===== config.mk =====
export PLATFORM = sky130hd
export DESIGN_NAME = sbdc_scan
export DESIGN_NICKNAME = d
export VERILOG_FILES = /design/src/hw/rtl/sbdc_pkg.sv /design/src/hw/rtl/sbdc_scan.sv
export SDC_FILE = /design/constraint.sdc
export NUM_CORES = 1
export LEC_CHECK = 0
export BUFFER_PORTS_ARGS = -buffer_cell sky130_fd_sc_hd__clkbuf_2
export CAP_MARGIN = 5
export CORE_UTILIZATION = 48
export DETAILED_ROUTE_END_ITERATION = 7
export PLACE_DENSITY = 0.67
export SYNTH_ARGS = -nofsm -noshare
export SYNTH_HDL_FRONTEND = slang
export SYNTH_SLANG_ARGS = --single-unit
export TNS_END_PERCENT = 20

===== constraint.sdc =====
create_clock -name i_clk -period 22.5 [get_ports i_clk]
set_input_delay 3.375 -clock i_clk [delete_from_list [all_inputs] [get_ports i_clk]]
set_output_delay 3.375 -clock i_clk [all_outputs]
set_load 0.02 [all_outputs]

===== src/hw/rtl/sbdc_pkg.sv =====
// sbdc_pkg: shared constants, status codes and the result item type of the
// script bracket depth checker. No dependencies.

package sbdc_pkg;

    // source length counter saturates at 2**LENGTH_BITS
    localparam int LENGTH_BITS = 16;
    localparam int COUNT_W     = LENGTH_BITS + 1;
    // width for comparing the length count against the 16-bit limit
    localparam int CMP_W       = (COUNT_W > 16) ? COUNT_W : 17;

    // status codes; checked as EMPTY, TOO_LONG, NO_DRAW, TOO_DEEP, first match wins, else OK
    typedef enum logic [2:0] {
        ST_OK       = 3'd0,
        ST_EMPTY    = 3'd1,
        ST_TOO_LONG = 3'd2,
        ST_NO_DRAW  = 3'd3,
        ST_TOO_DEEP = 3'd4
    } t_status;

    // one result item
    typedef struct packed {
        t_status              status;
        logic [15:0]          fault_line;
        logic [COUNT_W-1:0]   byte_count;
    } t_result;

endpackage


===== src/hw/rtl/sbdc_scan.sv =====
// sbdc_scan: per-byte scan state (comment/string mode, nesting depth, line,
// length, draw search) and the result of a closing item.
// Depends on sbdc_pkg.

module sbdc_scan import sbdc_pkg::*; (
    input  logic          i_clk,
    input  logic          i_rst_n,
    input  logic          i_accept,
    input  logic [7:0]    i_data_byte,
    input  logic          i_byte_valid,
    input  logic          i_last,
    input  logic [15:0]   i_max_length,
    input  logic [7:0]    i_max_depth,
    output t_result       o_result
);

    typedef enum logic [3:0] {
        M_NORMAL,
        M_DASH1,
        M_DASH2,
        M_DASH3,
        M_LINE,
        M_LONG,
        M_LONG_R,
        M_STR_D,
        M_STR_S,
        M_ESC_D,
        M_ESC_S,
        M_BRACK1
    } t_mode;

    typedef struct packed {
        t_mode               mode;
        logic [8:0]          depth;
        logic [15:0]         line;
        logic [COUNT_W-1:0]  length;
        logic [1:0]          match;
        logic                draw_seen;
        logic                deep_fault;
        logic [15:0]         deep_line;
    } t_scan_state;

    localparam logic [7:0] CH_NL     = 8'h0A;
    localparam logic [7:0] CH_DQUOTE = 8'h22;
    localparam logic [7:0] CH_SQUOTE = 8'h27;
    localparam logic [7:0] CH_LPAREN = 8'h28;
    localparam logic [7:0] CH_RPAREN = 8'h29;
    localparam logic [7:0] CH_DASH   = 8'h2D;
    localparam logic [7:0] CH_LBRACK = 8'h5B;
    localparam logic [7:0] CH_BSLASH = 8'h5C;
    localparam logic [7:0] CH_RBRACK = 8'h5D;
    localparam logic [7:0] CH_LBRACE = 8'h7B;
    localparam logic [7:0] CH_RBRACE = 8'h7D;
    localparam logic [7:0] CH_D      = 8'h64;

    localparam logic [7:0] DRAW_TEXT [4] = '{8'h64, 8'h72, 8'h61, 8'h77};

    localparam t_scan_state SCAN_RESET = '{
        mode:       M_NORMAL,
        depth:      9'd0,
        line:       16'd1,
        length:     '0,
        match:      2'd0,
        draw_seen:  1'b0,
        deep_fault: 1'b0,
        deep_line:  16'd0
    };

    t_scan_state r_st;
    t_scan_state n_st;
    t_scan_state s;
    t_scan_state fin;
    logic        do_code;
    logic [2:0]  p;

    // open bracket: saturating depth raise, flag the first level over the limit
    function automatic t_scan_state f_open(t_scan_state st, logic [7:0] max_d);
        t_scan_state o;
        o = st;
        if (o.depth != 9'h1FF) o.depth = o.depth + 9'd1;
        if (o.depth > {1'b0, max_d}) begin
            o.deep_fault = 1'b1;
            o.deep_line  = o.line;
        end
        return o;
    endfunction

    // saturating line advance
    function automatic logic [15:0] f_next_line(logic [15:0] ln);
        return (ln != 16'hFFFF) ? ln + 16'd1 : ln;
    endfunction

    // next scan state for the current item
    always_comb begin
        s       = r_st;
        do_code = 1'b0;
        p       = {1'b0, r_st.match};
        if (i_byte_valid) begin
            if (!s.length[COUNT_W-1]) s.length = s.length + 1'b1;

            // draw search, runs on every byte
            if (i_data_byte == DRAW_TEXT[s.match]) p = p + 3'd1;
            else p = (i_data_byte == CH_D) ? 3'd1 : 3'd0;
            if (p == 3'd4) begin
                s.draw_seen = 1'b1;
                p = 3'd0;
            end
            s.match = p[1:0];

            // mode transitions, frozen once nesting has gone too deep
            if (!s.deep_fault) begin
                case (s.mode)
                    M_NORMAL: do_code = 1'b1;
                    M_DASH1: begin
                        if (i_data_byte == CH_DASH) s.mode = M_DASH2;
                        else do_code = 1'b1;
                    end
                    M_DASH2, M_DASH3: begin
                        if (i_data_byte == CH_LBRACK) begin
                            s.mode = (s.mode == M_DASH2) ? M_DASH3 : M_LONG;
                        end else if (i_data_byte == CH_NL) begin
                            s.line = f_next_line(s.line);
                            s.mode = M_NORMAL;
                        end else begin
                            s.mode = M_LINE;
                        end
                    end
                    M_LINE: begin
                        if (i_data_byte == CH_NL) begin
                            s.line = f_next_line(s.line);
                            s.mode = M_NORMAL;
                        end
                    end
                    M_LONG: begin
                        if (i_data_byte == CH_RBRACK) s.mode = M_LONG_R;
                    end
                    M_LONG_R: s.mode = (i_data_byte == CH_RBRACK) ? M_NORMAL : M_LONG;
                    M_STR_D: begin
                        if (i_data_byte == CH_BSLASH) s.mode = M_ESC_D;
                        else if (i_data_byte == CH_DQUOTE) s.mode = M_NORMAL;
                    end
                    M_STR_S: begin
                        if (i_data_byte == CH_BSLASH) s.mode = M_ESC_S;
                        else if (i_data_byte == CH_SQUOTE) s.mode = M_NORMAL;
                    end
                    M_ESC_D: s.mode = M_STR_D;
                    M_ESC_S: s.mode = M_STR_S;
                    M_BRACK1: begin
                        if (i_data_byte == CH_LBRACK) begin
                            s.mode = M_LONG;
                        end else begin
                            // pending open bracket was a plain bracket
                            s.mode  = M_NORMAL;
                            s       = f_open(s, i_max_depth);
                            do_code = !s.deep_fault;
                        end
                    end
                    default: s.mode = M_NORMAL;
                endcase

                // plain code byte
                if (do_code) begin
                    s.mode = M_NORMAL;
                    case (i_data_byte)
                        CH_NL:     s.line = f_next_line(s.line);
                        CH_DASH:   s.mode = M_DASH1;
                        CH_DQUOTE: s.mode = M_STR_D;
                        CH_SQUOTE: s.mode = M_STR_S;
                        CH_LBRACK: s.mode = M_BRACK1;
                        CH_LPAREN, CH_LBRACE: s = f_open(s, i_max_depth);
                        CH_RPAREN, CH_RBRACK, CH_RBRACE: begin
                            if (s.depth != 9'd0) s.depth = s.depth - 9'd1;
                        end
                        default: ;
                    endcase
                end
            end
        end

        // closing item: an open bracket as final byte still counts
        fin = s;
        if (fin.mode == M_BRACK1 && !fin.deep_fault) fin = f_open(fin, i_max_depth);

        o_result.fault_line = 16'd0;
        o_result.byte_count = fin.length;
        if (fin.length == '0) begin
            o_result.status = ST_EMPTY;
        end else if (CMP_W'(fin.length) > CMP_W'(i_max_length)) begin
            o_result.status = ST_TOO_LONG;
        end else if (!fin.draw_seen) begin
            o_result.status = ST_NO_DRAW;
        end else if (fin.deep_fault) begin
            o_result.status     = ST_TOO_DEEP;
            o_result.fault_line = fin.deep_line;
        end else begin
            o_result.status = ST_OK;
        end

        n_st = i_last ? SCAN_RESET : s;
    end

    // scan state register
    always_ff @(posedge i_clk) begin
        if (!i_rst_n) begin
            r_st <= SCAN_RESET;
        end else if (i_accept) begin
            r_st <= n_st;
        end
    end

endmodule


* Word level (Yosys, flattened, before mapping)
Cells that the tools add are included.
** Word-level totals
- Bits in registers :: 66
- Input bits :: 37
- Output and inout port bits :: 36
- Logic and storage cells :: 138
** Operators by class
- Add/sub/neg operators :: 8
- $lt $le $gt $ge :: 5
- Eq/ne operators :: 31
- Multiplexer cells :: 76
- Bitwise gates (word level) :: 1
- Reductions and logical operators :: 9
** Operator list (number)
- 2-to-1 mux 66 bit :: 4
- 2-to-1 mux 16 bit :: 11
- 2-to-1 mux 17 bit :: 10
- 2-to-1 mux 9 bit :: 16
- 2-to-1 mux 62 bit :: 1
- equality test 8 x 7 -> 1 bit, second input constant :: 6
- one-hot mux 16 bit (3 select lines) :: 1
- one-hot mux 4 bit (11 select lines) :: 1
- equality test 8 x 6 -> 1 bit, second input constant :: 5
- 2-to-1 mux 37 bit :: 1
- adder 16 x 1 -> 16 bit, second input constant :: 2
- 2-to-1 mux 4 bit :: 8
- inequality test 16 bit, second input constant :: 2
- 2-to-1 mux 3 bit :: 10
- adder 9 x 1 -> 9 bit, second input constant :: 3
- greater-than comparator 9 x 8 -> 1 bit :: 3
- inequality test 9 bit, second input constant :: 3
- equality test 4 bit, second input constant :: 5
- one-hot mux 9 bit (2 select lines) :: 1
- adder 17 x 1 -> 17 bit, second input constant :: 1
- greater-than comparator 17 x 16 -> 1 bit :: 1
- zero test 17 bit :: 1
- binary-select mux 8 bit (select 2 bit) :: 1
- equality test 4 x 3 -> 1 bit, second input constant :: 4
- other kinds (20) :: 29

* Logic depth before layout (Yosys ltp)
Gate-level depths: netlist of run 1.
- Depth in word-level cells :: 38
- Mapped depth :: 36
- Mapped depth without buffers :: 31

* Least setup slack after synthesis of run 1
No wires, ideal clock.
- Kind :: input to output
- From :: input i_data_byte[0]
- To :: output o_result[19] (netlist name)
- Arrival time :: 10.020 ns
- Required time :: 19.125 ns
- Setup slack :: 9.105 ns
- Stages on the path :: 34
- Path buffers :: 6
- Cell sequence :: buf_2 -> nand4b_1 -> o21ai_1 -> buf_2 -> nor2_1 -> xor2_1 -> ha_1 -> inv_1 -> or2_0 -> buf_2 -> nor3_1 -> mux2i_1 -> a22oi_1 -> o21ai_0 -> ha_1 -> inv_1 -> or2_2 -> clkbuf_1 -> or4_1 -> clkbuf_1 -> mux2_2 -> ha_1 -> nor2b_1 -> o21a_1 -> o21a_1 -> o21ai_0 -> nand2b_1 -> a21oi_1 -> o21a_1 -> o21a_1 -> o31ai_1 -> buf_2 -> and4_1 -> a211oi_1
** RTL lines
- from (decl) :: line sbdc_scan.sv:9 : input logic [7:0] i_data_byte,
- to (decl) :: line sbdc_scan.sv:14 : output t_result o_result

==> impl_metrics.tcl, run 1 <==
set metrics [dict create \
    crit_top_cell "o21a_1" \
    clock-root-buffer "clkbuf_16" \
    max_stage_delay_ps 680 \
    finalHoldViolCount 0 \
    drc_errors 0 \
    cp.required_ps 19120 \
    finalCriticalPeriod_ps 14540 \
    synth_ff_type "dfxtp_1" \
    p_sw_share_pct 26.7 \
    netlist_area_um2 8200 \
    yosys.area_share.adder_pct 7.32 \
    numPortBuffers 72 \
    yosys.area_share.simple_pct 32.0 \
    worst_slew_pin_slew_ps 1000 \
    clk_pin_slew_ps 50 \
    p_leak_nw 3.36 \
    critPathCaptureType "output port" \
    synth_top_family_by_area "simple AND/OR/NAND/NOR gates" \
    synthMuxAreaShare_pct 2.55 \
    finClkSkew_ps 5.34 \
    fmax_mhz 68.8 \
    synth_edf_count 0 \
    vias_per_cell 6.42 \
    drv_cap 0 \
    min_period_over_period_pct 64.6 \
    synth_nets 1257 \
    ys_ff_latch 66 \
    cts_setup_buffers 0 \
    area_delta_synth_final_pct 7.96 \
    cts-htree-levels 3 \
    layout.nets 1263 \
    setup.worst_path.class "input port to output port" \
    ctsHoldBuffers 0 \
    coreArea_um2 16600 \
    rr_startpoint "r_st[53]" \
    io_pins 73 \
    cts_buffer_depth 2 \
    gp_congestion 0.985 \
    finish.utilization_pct 53.2 \
    antennaDiodeCount 0 \
    synthCells 1172 \
    initial_core_util_pct 49.3 \
    worstHoldEndpoint "r_st[17]" \
    routed_wl_um 26200 \
    largest_reg_flops 66 \
    grt_pass1_vias 8150 \
    dp_hpwl_um 19600 \
    largestRegisters "r_st: 66 flops" \
    hold_class "flop to flop" \
    combPwrFrac_pct 13.6 \
    arrival_ps 11170 \
    r2r_slack_ps 15790 \
    fillers 1699 \
    synth_compound_area_share_pct 29.4 \
    start_kind "input port" \
    finalPower_mw 0.300 \
    rsz0062_at_grt "false" \
    syn_avg_cell_area_um2 7.00 \
    layout-drive-gt1-share_pct 10.4 \
    detail-route-antenna-nets 0 \
    die_area_um2 17600 \
    finalSetupTns_ps 0 \
    grt_max_degree 66 \
    whs_ps 491 \
    drt-initial-drc-count 922 \
    p_clk_share_pct 46.9 \
    grtUsageTotal_pct 29.7 \
    dp.cells 1387 \
    grt_pass1_wl_um 42700 \
    cp_slowest_cell "or4_1" \
    pwr-share-seq_pct 39.4 \
    whs_path_depth 2 \
    drt_pass1_iterations 6 \
    antenna_found_initial 0 \
    largest_register "r_st" \
    cts_tree "built" \
    core.rowCount 47 \
    stdcell_count 1402 \
    wire_per_inst_um 18.7 \
    synth-xor-area-share_pct 5.13 \
    die_y_um 133 \
    r2r-end "r_st[0]" \
    die_w_um 133 \
    reg2reg_depth 24 \
    num_vias 9001 \
    ir_drop_mv 0.0376 \
    seq_area_frac_synth_pct 16.1 \
    p_sw_mw 0.0799 \
    grt_overflow 0 \
    cts_inserted_buffers 9 \
    slew_headroom_pct 32.8 \
    crit_fanout 17 \
    p_per_area_nw_per_um2 33.9 \
    cts_resized 0 \
    p_int_mw 0.220 \
    synth.distinct_cells 77 \
    clock_latency_ps 330 \
    finalMaxSlewViolations 0 \
    synthArstFlopShare_pct 0 \
    finalSetupViolCount 0 \
    yosys_warnings 0 \
    cts.sinks 66 \
    status "completed" \
    hp-start "r_st[17]" \
]
[worst max path at each step]
stage	from	endpoint	slack, ps	depth (start not counted)
floorplan	i_data_byte[0]	o_result[19]	9110	34
global placement	i_data_byte[2]	o_result[17]	8260	30
detailed placement	i_data_byte[2]	o_result[20]	8050	30
CTS	i_data_byte[2]	o_result[20]	8040	30
global route	i_data_byte[2]	o_result[22]	7230	30
finish	i_data_byte[2]	o_result[20]	7960	30
[placed cells by master, fill, tap and decap left out, drive strengths merged, types with 12 or more instances in the layout]
cell type / count
nor2b: 57
nor2: 63
a22oi: 34
dfxtp: 66
xnor2: 36
a21oi: 66
nor3: 30
mux2i: 13
nand3: 48
and2: 30
nand2: 110
o21a: 16
a21o: 17
nand4: 36
o22ai: 20
clkbuf: 85
a31oi: 21
o31ai: 14
buf: 14
o21ai: 67
and3: 20
xor2: 12
inv: 61
and4: 12
a211oi: 13
nor4: 14
o211ai: 12
ha: 48
[synthesized netlist by cell type (9+ instances only)]
cell,instances,area [µm²]
inv_1,61,229
and3_1,20,125
o21a_1,16,120
ha_1,48,601
nand2_1,110,413
a31oi_1,21,131
a21oi_1,66,330
nand3_1,48,240
o211ai_1,12,90.1
xnor2_1,36,315
nor3_1,30,150
nor2_1,63,236
o21ai_0,64,320
dfxtp_1,66,1320
and4_1,12,105
nor2b_1,57,357
a22oi_1,34,255
a211oi_1,13,97.6
and2_1,30,188
nand4_1,36,225
a2bb2oi_1,9,78.8
o22ai_1,20,125
clkbuf_1,67,251
xor2_1,12,105
nor4_1,14,87.6
nor3b_1,9,67.6
or4_1,10,75.1
mux2i_1,13,130
buf_2,12,60.1
o31ai_1,12,90.1
a21o_1,17,128
[kinds of logic after synthesis]
logic type      after synthesis
flops                        66
fa+ha+maj                    48
compound gates              355
simple gates                483
mux                          20
buf+inv                     152
xor+xnor                     48
[critical path: cells and delay by family]
kind | cells | cell delay (ps)
buffers and inverters | 4 | 520
AO/OA/AOI/OAI | 11 | 2320
adder cells (fa/ha/maj) | 3 | 650
multiplexers | 3 | 990
AND/OR/NAND/NOR | 9 | 3290
[metal layers]
metal  vias up  wire length [µm]  share of wire (%)  GRT usage [%]
met2       363             12000                 46           47.9
li1       4366                 -                  -              -
met5         -                 0                  0              0
met3        56              1510                5.8           2.45
met1      4216             12000                 46           41.1
met4         0               722                2.8           11.4
[layout make-up]
| cell class | count | area [µm²] | area share (%) |
|---|---|---|---|
| Inverter | 61 | 229 | 2.59 |
| Tap cell | 220 | 275 | 3.11 |
| Multi-Input combinational cell | 954 | 6270 | 70.9 |
| Clock buffer | 13 | 250 | 2.83 |
| Clock inverter | 2 | 37.5 | 0.424 |
| Sequential cell | 66 | 1320 | 14.9 |
| Timing Repair Buffer | 86 | 465 | 5.26 |
[through the flow]
stage / setup WS, ps / cell area, µm²
2_1_floorplan: 9110 / 8200
3_3_place_gp: 8260 / 8570
3_5_place_dp: 8050 / 8570
4_1_cts: 8040 / 8850
5_1_grt: 7230 / 8850
6_report: 7960 / 8850
[power by group through the flow]
| stage | clock (mW) | sequential [mW] | combinational (mW) |
|---|---|---|---|
| after global placement | 0 | 0.121 | 0.0400 |
| after floorplan | 0 | 0.120 | 0.0283 |
| final | 0.141 | 0.118 | 0.0409 |
| after global routing | 0.146 | 0.118 | 0.0452 |
| after detailed placement | 0 | 0.121 | 0.0403 |
| after CTS | 0.143 | 0.118 | 0.0405 |
Note: power is estimated with default switching activity, not from simulation.
==> run 2, diff against run 1 <==
==> constraint.sdc (replaced) <==
create_clock -name i_clk -period 14.55 [get_ports i_clk]
set_input_delay 2.1825 -clock i_clk [delete_from_list [all_inputs] [get_ports i_clk]]
set_output_delay 2.1825 -clock i_clk [all_outputs]
set_load 0.02 [all_outputs]
==> run 2 against run 1 <==
  * Non-clock buffer count did not move
  * Clock-buffer cell count shrank 1
  * Clock skew grew 0.81 ps
  * Global-route usage is 0.35 points lower
  * Critical path type unchanged
  * Highest routed layer unchanged
==> impl_metrics.tcl, run 2 (same netlist as run 1, synthesis figures left out) <==
set metrics [dict create \
    status "completed" \
    clock-root-buffer "clkbuf_16" \
    coreArea_um2 16600 \
    largest_reg_flops 66 \
    gp_congestion 0.979 \
    io_pins 73 \
    ir_drop_mv 0.0743 \
    cts_tree "built" \
    finalMaxSlewViolations 0 \
    final_common_cell "nand2_1" \
    drt_pass1_iterations 6 \
    grt_max_degree 66 \
    cts_buffer_depth 2 \
    routed_wl_um 26300 \
    p_leak_nw 3.37 \
    drv_cap 0 \
    whs_ps 486 \
    antennaDiodeCount 0 \
    fillers 1661 \
    finalPower_mw 0.464 \
    antenna_found_initial 0 \
    wire_per_inst_um 18.8 \
    p_per_area_nw_per_um2 52.4 \
    critPathCaptureType "output port" \
    hold_class "flop to flop" \
    layout_common_cells "nand2_1, clkbuf_2, a21oi_1, dfxtp_1, o21ai_0" \
    grtUsageTotal_pct 29.4 \
    start_kind "input port" \
    cp.required_ps 12370 \
    layout-drive-gt1-share_pct 10.5 \
    num_vias 8992 \
    vias_per_cell 6.41 \
    finalHoldViolCount 0 \
    grt_pass1_wl_um 42000 \
    cts.sinks 66 \
    finalCriticalPeriod_ps 12130 \
    fmax_mhz 82.4 \
    arrival_ps 9950 \
    crit_fanout 17 \
    initial_core_util_pct 49.3 \
    grt_overflow 0 \
    worst_slew_pin_slew_ps 948 \
    largest_register "r_st" \
    area_delta_synth_final_pct 7.96 \
    rsz0062_at_grt "false" \
    numPortBuffers 72 \
    cp_slowest_cell "or4_1" \
    finalSetupTns_ps 0 \
    min_period_over_period_pct 83.4 \
    clock_latency_ps 340 \
    finalSetupViolCount 0 \
    ctsHoldBuffers 0 \
    layout.nets 1263 \
    setup.worst_path.class "input port to output port" \
    finish.utilization_pct 53.2 \
    largestRegisters "r_st: 66 flops" \
    cts-htree-levels 3 \
    die_y_um 133 \
    finClkSkew_ps 6.14 \
    grt_pass1_vias 7996 \
    cts_setup_buffers 0 \
    dp_hpwl_um 19500 \
    slew_headroom_pct 36.3 \
    core.rowCount 47 \
    clk_pin_slew_ps 60 \
    cts_resized 0 \
    crit_top_cell "o21a_1" \
    cts_inserted_buffers 9 \
    drt-initial-drc-count 1144 \
    drc_errors 0 \
    die_area_um2 17600 \
    stdcell_count 1403 \
    detail-route-antenna-nets 0 \
    dp.cells 1387 \
    die_w_um 133 \
    max_stage_delay_ps 680 \
]
[run 2: metal layers]
layer | routed length, µm | GRT usage, % | vias to the layer above
li1 | - | - | 4365
met1 | 11800 | 39.6 | 4221
met2 | 12300 | 48.9 | 351
met3 | 1520 | 2.80 | 55
met4 | 656 | 10.1 | 0
met5 | 0 | 0 | -
[run 2: final cells by class]
| type | instances | area, µm² | share of cell area [%] |
|---|---|---|---|
| inverters | 61 | 229 | 2.59 |
| clock buffers | 12 | 236 | 2.67 |
| repair buffers | 86 | 465 | 5.26 |
| clock inverters | 4 | 51.3 | 0.579 |
| well taps | 220 | 275 | 3.11 |
| multi-input cells | 954 | 6270 | 70.9 |
| flip-flops and latches | 66 | 1320 | 14.9 |
[run 2: worst paths after layout]
| path | startpoint | end | slack (ps) | cells past startpoint |
|---|---|---|---|---|
| hold reg to reg | r_st[17] | r_st[17] | 490 | 2 |
| setup / recovery | i_data_byte[2] | o_result[23] | 2420 | 30 |
| setup reg to reg | r_st[53] | r_st[5] | 7910 | 24 |
| hold / removal | r_st[17] | r_st[17] | 490 | 2 |
[run 2: metrics by stage]
step,setup WS [ps],cell area [µm²]
after floorplan,3540,8200
after global placement,2680,8570
after detailed placement,2500,8570
after CTS,2480,8850
after global routing,1740,8850
final,2420,8850
[run 2: critical path, delay by kind of cell]
family / cells / cell delay [ps]
compound gates: 11 / 2320
mux: 2 / 640
xor+xnor: 1 / 300
buf+inv: 4 / 530
fa+ha+maj: 3 / 700
simple gates: 9 / 3260
[run 2: power breakdown]
| part | total [mW] | internal [mW] | leakage, nW | switching, mW |
|---|---|---|---|---|
| clock network | 0.218 | 0.133 | 0.137 | 0.0849 |
| logic | 0.0635 | 0.0221 | 2.70 | 0.0414 |
| registers | 0.183 | 0.181 | 0.532 | 0.00146 |
